===== config.mk =====
export PLATFORM = sky130hd
export DESIGN_NAME = sorted_priority_task_queue_unit
export DESIGN_NICKNAME = d
export VERILOG_FILES = /design/src/sv/spq_pkg.sv /design/src/sv/sorted_priority_task_queue_unit.sv /design/src/sv/spq_cell.sv
export SDC_FILE = /design/constraint.sdc
export NUM_CORES = 2
export LEC_CHECK = 0
export BUFFER_PORTS_ARGS = -buffer_cell sky130_fd_sc_hd__buf_2
export CORE_ASPECT_RATIO = 0.5
export CORE_MARGIN = 2
export CORE_UTILIZATION = 60
export CTS_CLUSTER_SIZE = 28
export DETAILED_ROUTE_END_ITERATION = 8
export PLACE_DENSITY_LB_ADDON = 0.15
export SYNTH_ARGS = -nofsm -noshare
export SYNTH_HDL_FRONTEND = slang
export SYNTH_SLANG_ARGS = --single-unit

===== constraint.sdc =====
create_clock -name clk -period 13.66 [get_ports clk]
set_clock_uncertainty 0.15 [all_clocks]
set_input_delay 2.732 -clock clk [delete_from_list [all_inputs] [get_ports clk]]
set_output_delay 2.732 -clock clk [all_outputs]
set_load 0.01 [all_outputs]

===== src/sv/spq_pkg.sv =====
// Shared types and constants of the sorted priority task queue.
`timescale 1ns / 1ps
`default_nettype none

package spq_pkg;

  localparam int unsigned DEFAULT_DEPTH = 16;
  localparam int unsigned ID_W          = 32;
  localparam int unsigned PRIO_W        = 32;
  localparam int unsigned STATUS_W      = 3;
  localparam int unsigned COUNT_W       = 5;

  typedef enum logic {
    OP_INSERT = 1'b0,
    OP_DELETE = 1'b1
  } op_t;

  typedef enum logic [STATUS_W-1:0] {
    ST_INSERTED  = 3'd0,
    ST_DELETED   = 3'd1,
    ST_NOT_FOUND = 3'd2,
    ST_FULL      = 3'd3,
    ST_EMPTY     = 3'd4
  } status_t;

  typedef enum logic [1:0] {
    S_IDLE,
    S_COMPARE,
    S_APPLY,
    S_REPLY
  } state_t;

  // One queue slot as it moves between neighbouring cells.
  typedef struct packed {
    logic                     valid;
    logic signed [ID_W-1:0]   id;
    logic signed [PRIO_W-1:0] prio;
  } entry_t;

  // Control broadcast from the sequencer to every cell.
  typedef struct packed {
    logic capture;
    logic apply;
    op_t  op;
  } cell_ctl_t;

endpackage

`default_nettype wire


===== src/sv/sorted_priority_task_queue_unit.sv =====
// Top level of the sorted priority task queue: command sequencer and row of cells.
//
// Usage: a request (operation, task_id, task_priority) is taken at a rising edge
// where start is high and busy is low. An insert places the task behind every
// held task of greater or equal priority; a delete removes the first task from
// the head whose id matches. Every request yields exactly one result: done is
// high for one cycle with status, entry_count, head_id and head_priority.
// The receiver cannot stall; done is not held beyond that cycle.
// Steps: the sequencer moves from idle through compare, where every cell compares
// its entry, apply, where all cells shift in parallel, and reply, where done is
// high, then back to idle. busy stays high until the sequencer is back in idle,
// so a new request is taken only after the last one has been answered.
// Each cell handles one slot, so the time does not grow with DEPTH.
// Reset (rst, synchronous) empties the queue at once: no clearing pass is needed,
// since only the valid flags of the cells are cleared.
// head_id and head_priority read zero while the queue is empty.
`timescale 1ns / 1ps
`default_nettype none

module sorted_priority_task_queue_unit #(
  parameter int unsigned DEPTH = spq_pkg::DEFAULT_DEPTH
) (
  input  wire  logic                                clk,
  input  wire  logic                                rst,
  input  wire  logic                                start,
  output logic                                      busy,
  input  wire  logic                                operation,
  input  wire  logic signed [spq_pkg::ID_W-1:0]     task_id,
  input  wire  logic signed [spq_pkg::PRIO_W-1:0]   task_priority,
  output logic                                      done,
  output logic [spq_pkg::STATUS_W-1:0]              status,
  output logic [spq_pkg::COUNT_W-1:0]               entry_count,
  output logic signed [spq_pkg::ID_W-1:0]           head_id,
  output logic signed [spq_pkg::PRIO_W-1:0]         head_priority
);

  localparam int unsigned CNT_W = $clog2(DEPTH + 1);

  spq_pkg::state_t    state, state_next;
  spq_pkg::entry_t    cmd;
  spq_pkg::op_t       cmd_op;
  spq_pkg::status_t   result, result_next;
  logic [CNT_W-1:0]   count, count_next;
  spq_pkg::cell_ctl_t ctl;
  logic               apply_ok;

  spq_pkg::entry_t    held  [DEPTH];
  logic               prefix[DEPTH+1];

  always_ff @(posedge clk) begin
    if (rst) begin
      state <= spq_pkg::S_IDLE;
    end else begin
      state <= state_next;
    end
  end

  always_comb begin
    state_next = state;
    case (state)
      spq_pkg::S_IDLE:    if (start) state_next = spq_pkg::S_COMPARE;
      spq_pkg::S_COMPARE: state_next = spq_pkg::S_APPLY;
      spq_pkg::S_APPLY:   state_next = spq_pkg::S_REPLY;
      spq_pkg::S_REPLY:   state_next = spq_pkg::S_IDLE;
      default:            state_next = spq_pkg::S_IDLE;
    endcase
  end

  always_comb begin
    busy        = 1'b1;
    done        = 1'b0;
    ctl.capture = 1'b0;
    ctl.apply   = 1'b0;
    ctl.op      = cmd_op;
    case (state)
      spq_pkg::S_IDLE:    busy = 1'b0;
      spq_pkg::S_COMPARE: ctl.capture = 1'b1;
      spq_pkg::S_APPLY:   ctl.apply = apply_ok;
      spq_pkg::S_REPLY:   done = 1'b1;
      default:            busy = 1'b1;
    endcase
  end

  // Request register.
  always_ff @(posedge clk) begin
    if (state == spq_pkg::S_IDLE && start) begin
      cmd_op    <= spq_pkg::op_t'(operation);
      cmd.valid <= 1'b1;
      cmd.id    <= task_id;
      cmd.prio  <= task_priority;
    end
  end

  // Outcome of the request, decided while the cells shift.
  always_comb begin
    result_next = result;
    count_next  = count;
    apply_ok    = 1'b0;
    if (cmd_op == spq_pkg::OP_INSERT) begin
      if (count == CNT_W'(DEPTH)) begin
        result_next = spq_pkg::ST_FULL;
      end else begin
        result_next = spq_pkg::ST_INSERTED;
        count_next  = count + 1'b1;
        apply_ok    = 1'b1;
      end
    end else begin
      if (count == '0) begin
        result_next = spq_pkg::ST_EMPTY;
      end else if (prefix[DEPTH]) begin
        result_next = spq_pkg::ST_DELETED;
        count_next  = count - 1'b1;
        apply_ok    = 1'b1;
      end else begin
        result_next = spq_pkg::ST_NOT_FOUND;
      end
    end
  end

  always_ff @(posedge clk) begin
    if (rst) begin
      count <= '0;
    end else if (state == spq_pkg::S_APPLY) begin
      count <= count_next;
    end
  end

  always_ff @(posedge clk) begin
    if (state == spq_pkg::S_APPLY) begin
      result <= result_next;
    end
  end

  assign prefix[0] = 1'b0;

  for (genvar i = 0; i < DEPTH; i++) begin : g_cell
    spq_pkg::entry_t left_entry, right_entry;
    if (i == 0) begin : g_first
      assign left_entry = '0;
    end else begin : g_mid
      assign left_entry = held[i-1];
    end
    if (i == DEPTH - 1) begin : g_last
      assign right_entry = '0;
    end else begin : g_inner
      assign right_entry = held[i+1];
    end

    spq_cell u_cell (
      .clk        (clk),
      .rst        (rst),
      .ctl        (ctl),
      .cmd        (cmd),
      .left       (left_entry),
      .right      (right_entry),
      .prefix_in  (prefix[i]),
      .prefix_out (prefix[i+1]),
      .held       (held[i])
    );
  end

  assign status        = result;
  assign entry_count   = spq_pkg::COUNT_W'(count);
  assign head_id       = held[0].valid ? held[0].id   : '0;
  assign head_priority = held[0].valid ? held[0].prio : '0;

endmodule

`default_nettype wire


===== src/sv/spq_cell.sv =====
// One slot of the queue: holds an entry, compares it and shifts with its neighbours.
`timescale 1ns / 1ps
`default_nettype none

module spq_cell (
  input  wire logic                clk,
  input  wire logic                rst,
  input  wire spq_pkg::cell_ctl_t  ctl,
  input  wire spq_pkg::entry_t     cmd,
  input  wire spq_pkg::entry_t     left,
  input  wire spq_pkg::entry_t     right,
  input  wire logic                prefix_in,
  output logic                     prefix_out,
  output spq_pkg::entry_t          held
);

  logic flag;

  // For an insert the flag marks slots that the new task goes ahead of; these form
  // one run at the tail, so the chained prefix equals the flag. For a delete it
  // marks id matches, and the prefix picks out the first match and all after it.
  always_ff @(posedge clk) begin
    if (ctl.capture) begin
      if (ctl.op == spq_pkg::OP_INSERT) begin
        flag <= !held.valid || ($signed(held.prio) < $signed(cmd.prio));
      end else begin
        flag <= held.valid && (held.id == cmd.id);
      end
    end
  end

  assign prefix_out = prefix_in | flag;

  always_ff @(posedge clk) begin
    if (rst) begin
      held.valid <= 1'b0;
    end else if (ctl.apply) begin
      if (ctl.op == spq_pkg::OP_INSERT) begin
        if (prefix_in) begin
          held <= left;
        end else if (flag) begin
          held <= cmd;
        end
      end else begin
        if (prefix_out) begin
          held <= right;
        end
      end
    end
  end

endmodule

`default_nettype wire

==> impl_metrics.toml <==
[status]
status = "complete, no violations"

[grt]
grt_first_pass_wirelength_um = 320000
grt_usage_pct = 33.0
grt_pass1_vias = 55000
grt_max_degree = 275
antenna_found_initial = 4
grt_overflow = 0

[critical_path]
cp_max_fo = 109
worst_path_largest_cell_delay_ns = 0.89
crit_arrival_ns = 5.78
critPathKind = "reg2reg"
crit_top_cell = "buf_4"
cp-end-kind = "register"
worstSetupStartpointType = "register"
cp_cell_sequence = "buf_4, buf_4, buf_4, buf_4, buf_4, buf_4, o21ai_0"
cp.required_ns = 13.94
cp_slowest_cell = "buf_4"

[drt]
dr.pass1.iters = 6
totalWireLength_um = 208000
wire_per_inst_um = 24.3
via_per_inst = 6.54
dr_total_vias = 56000
antenna_left = 0
drt-initial-drc-count = 7257
drc = 0

[timing]
finalHoldViolCount = 0
fmax_mhz = 182
setup_tns_ns = 0
finalSetupViolations = 0
drv_slew = 0
min_period_ns = 5.49
period_share_pct = 40.2
worstMarginPinSlew_ns = 1.35
rsz0062_at_grt = "false"
slew_headroom_pct = 9.90
hold_ws_ns = 0.340

[logic_synthesis]
avgSynthCellArea_um2 = 10.2
ys_warn_count = 0
yosys.area.top_type = "edfxtp_1"
synth-main-ff-cell = "edfxtp_1"
netlist_instances = 7027
postSynth.asyncResetShare_pct = 0
synth.top_cells.by_count = "nand2_1, edfxtp_1, o21ai_0"
seq_area_frac_synth_pct = 46.9
syn_area_um2 = 71900
synth_area_leaders = "edfxtp_1, mux2i_1, ha_1"
synth.most_common_cell = "nand2_1"
synth_edf_count = 1108
synthDistinctLibCells = 64
synth_nets = 7600
synth_top_area_share_pct = 46.2
ys_ff_latch = 1131

[clock_tree]
cts_resized = 0
cts_hold_buffers = 0
cts_buffers = 106
cts_tree = "done"
ctsLongestPathBuffers = 3
post-cts-setup-buffers = 0
root_buffer = "clkbuf_16"
cts.htree.levels = 3
clk_latency_ns = 0.75
cts.sinks = 1131
clkTransAtPathRegs_ns = 0.06

[place]
port_buffers = 141
place_hpwl_um = 150000
gp_congestion = 0.973

[layout]
drive_gt1_share_pct = 7.17
nets = 7447
fillCellCount = 9295
multi_input_area_um2 = 36100
syn2layout_area_growth_pct = 7.37
seqCellArea_um2 = 33700

[floorplanning]
dieWidth_um = 494
io_pins = 142
dieArea_um2 = 123000
initial_core_util_pct = 60.8
row_count = 89
coreArea_um2 = 118000
chipHeight_um = 249

[power]
ir_drop_mv = 0.117
power_density_nw_per_um2 = 145
p_leak_nw = 30.1

[worst_hold_path]
hold_path.class = "reg2reg"

[flow_run]
max-cap-violations = 0
[logic make-up (layout without fill, tap and decap cells)]
group           after synthesis  count (layout)  synth area share, %
buf+inv                     591             526                 3.18
xor+xnor                    517             517                 6.29
fa+ha+maj                   505             505                 8.79
other cells                   0               1                    0
mux                         811             811                 11.3
flops                      1131            1131                 46.9
compound gates             1632            1632                 12.3
simple gates               1840            1840                 11.2
[final timing paths]
kind	startpoint	end	slack, ns	cells past startpoint
setup / recovery	cmd_op	g_cell[6].u_cell.held[7]	8.17	7
hold reg to reg	state[1]	state[1]	0.34	2
setup reg to reg	cmd_op	g_cell[6].u_cell.held[7]	8.17	7
hold / removal	state[1]	state[1]	0.34	2
[per-stage QoR]
| stage | utilization, % | area [µm²] | cells | power (W) | worst slack (ns) |
|---|---|---|---|---|---|
| after global placement | 62.3 | 73800 | 8358 | 0.00797 | 8.03 |
| after floorplan | - | 71900 | 7027 | 0.00701 | 5.67 |
| after detailed placement | 62.3 | 73800 | 8358 | 0.00811 | 7.87 |
| after CTS | 65.3 | 77200 | 8554 | 0.0112 | 8.31 |
| final | 65.3 | 77300 | 8555 | 0.0112 | 8.17 |
| after global routing | 65.3 | 77200 | 8554 | 0.0117 | 7.80 |
[power breakdown]
group          internal (W)  switching, W
combinational       0.00115       0.00225
clock               0.00167       0.00142
sequential          0.00439      0.000344
[state kept, by name (all words and copies together) (netlist names)]
signal,flops
state,2
status,3
entry_count,5
cmd_op,1
cmd,64
g_cell.u_cell.held,1040
g_cell.u_cell.flag,16
[area by class of cell]
cell class	count	area share, %
multi-input combinational	5305	46.8
sequential	1131	43.7
clock buffer	140	3.76
tap	1592	2.58
timing repair buffer	269	2.21
clock inverter	56	0.701
inverter	61	0.296
antenna	1	0.00324
[cells in the final DEF (no fill, tap or decap), types with 21 or more instances in the layout]
cell	Yosys	layout
nor2_1	231	211
ha_1	504	504
a211oi_1	30	30
a21o_1	87	87
clkbuf_16	0	109
dfxtp_1	23	22
nand2b_1	27	25
inv_1	61	61
buf_4	3	125
and2_1	66	65
nor4_1	98	98
clkinv_2	0	23
mux2_2	34	34
nor2b_1	25	25
edfxtp_1	1108	1108
nand3_1	46	45
clkbuf_1	442	25
a21oi_1	341	341
o21ai_1	29	29
o21ai_0	1031	1031
xnor2_1	165	165
buf_2	39	141
xor2_1	352	352
nor3_1	48	46
nor2_4	0	21
mux2i_1	777	777
nand4_1	121	121
nand2_1	1124	1123
[critical path, delay by kind of cell (launching register included)]
kind,cells,cell delay (ns)
buf+inv,6,4.36
compound gates,1,0.23
flops,1,0.32
[per-layer routing]
metal | GRT usage, % | share of wire (%) | routed length [µm] | up-vias
li1 | - | - | - | 25300
met1 | 49.5 | 44 | 91400 | 27800
met2 | 48.4 | 43 | 90300 | 2623
met3 | 8.05 | 11 | 22600 | 274
met4 | 6.58 | 1.7 | 3570 | 2
met5 | 0 | 0.0063 | 13 | -
Power figures use the tool's default switching activity.
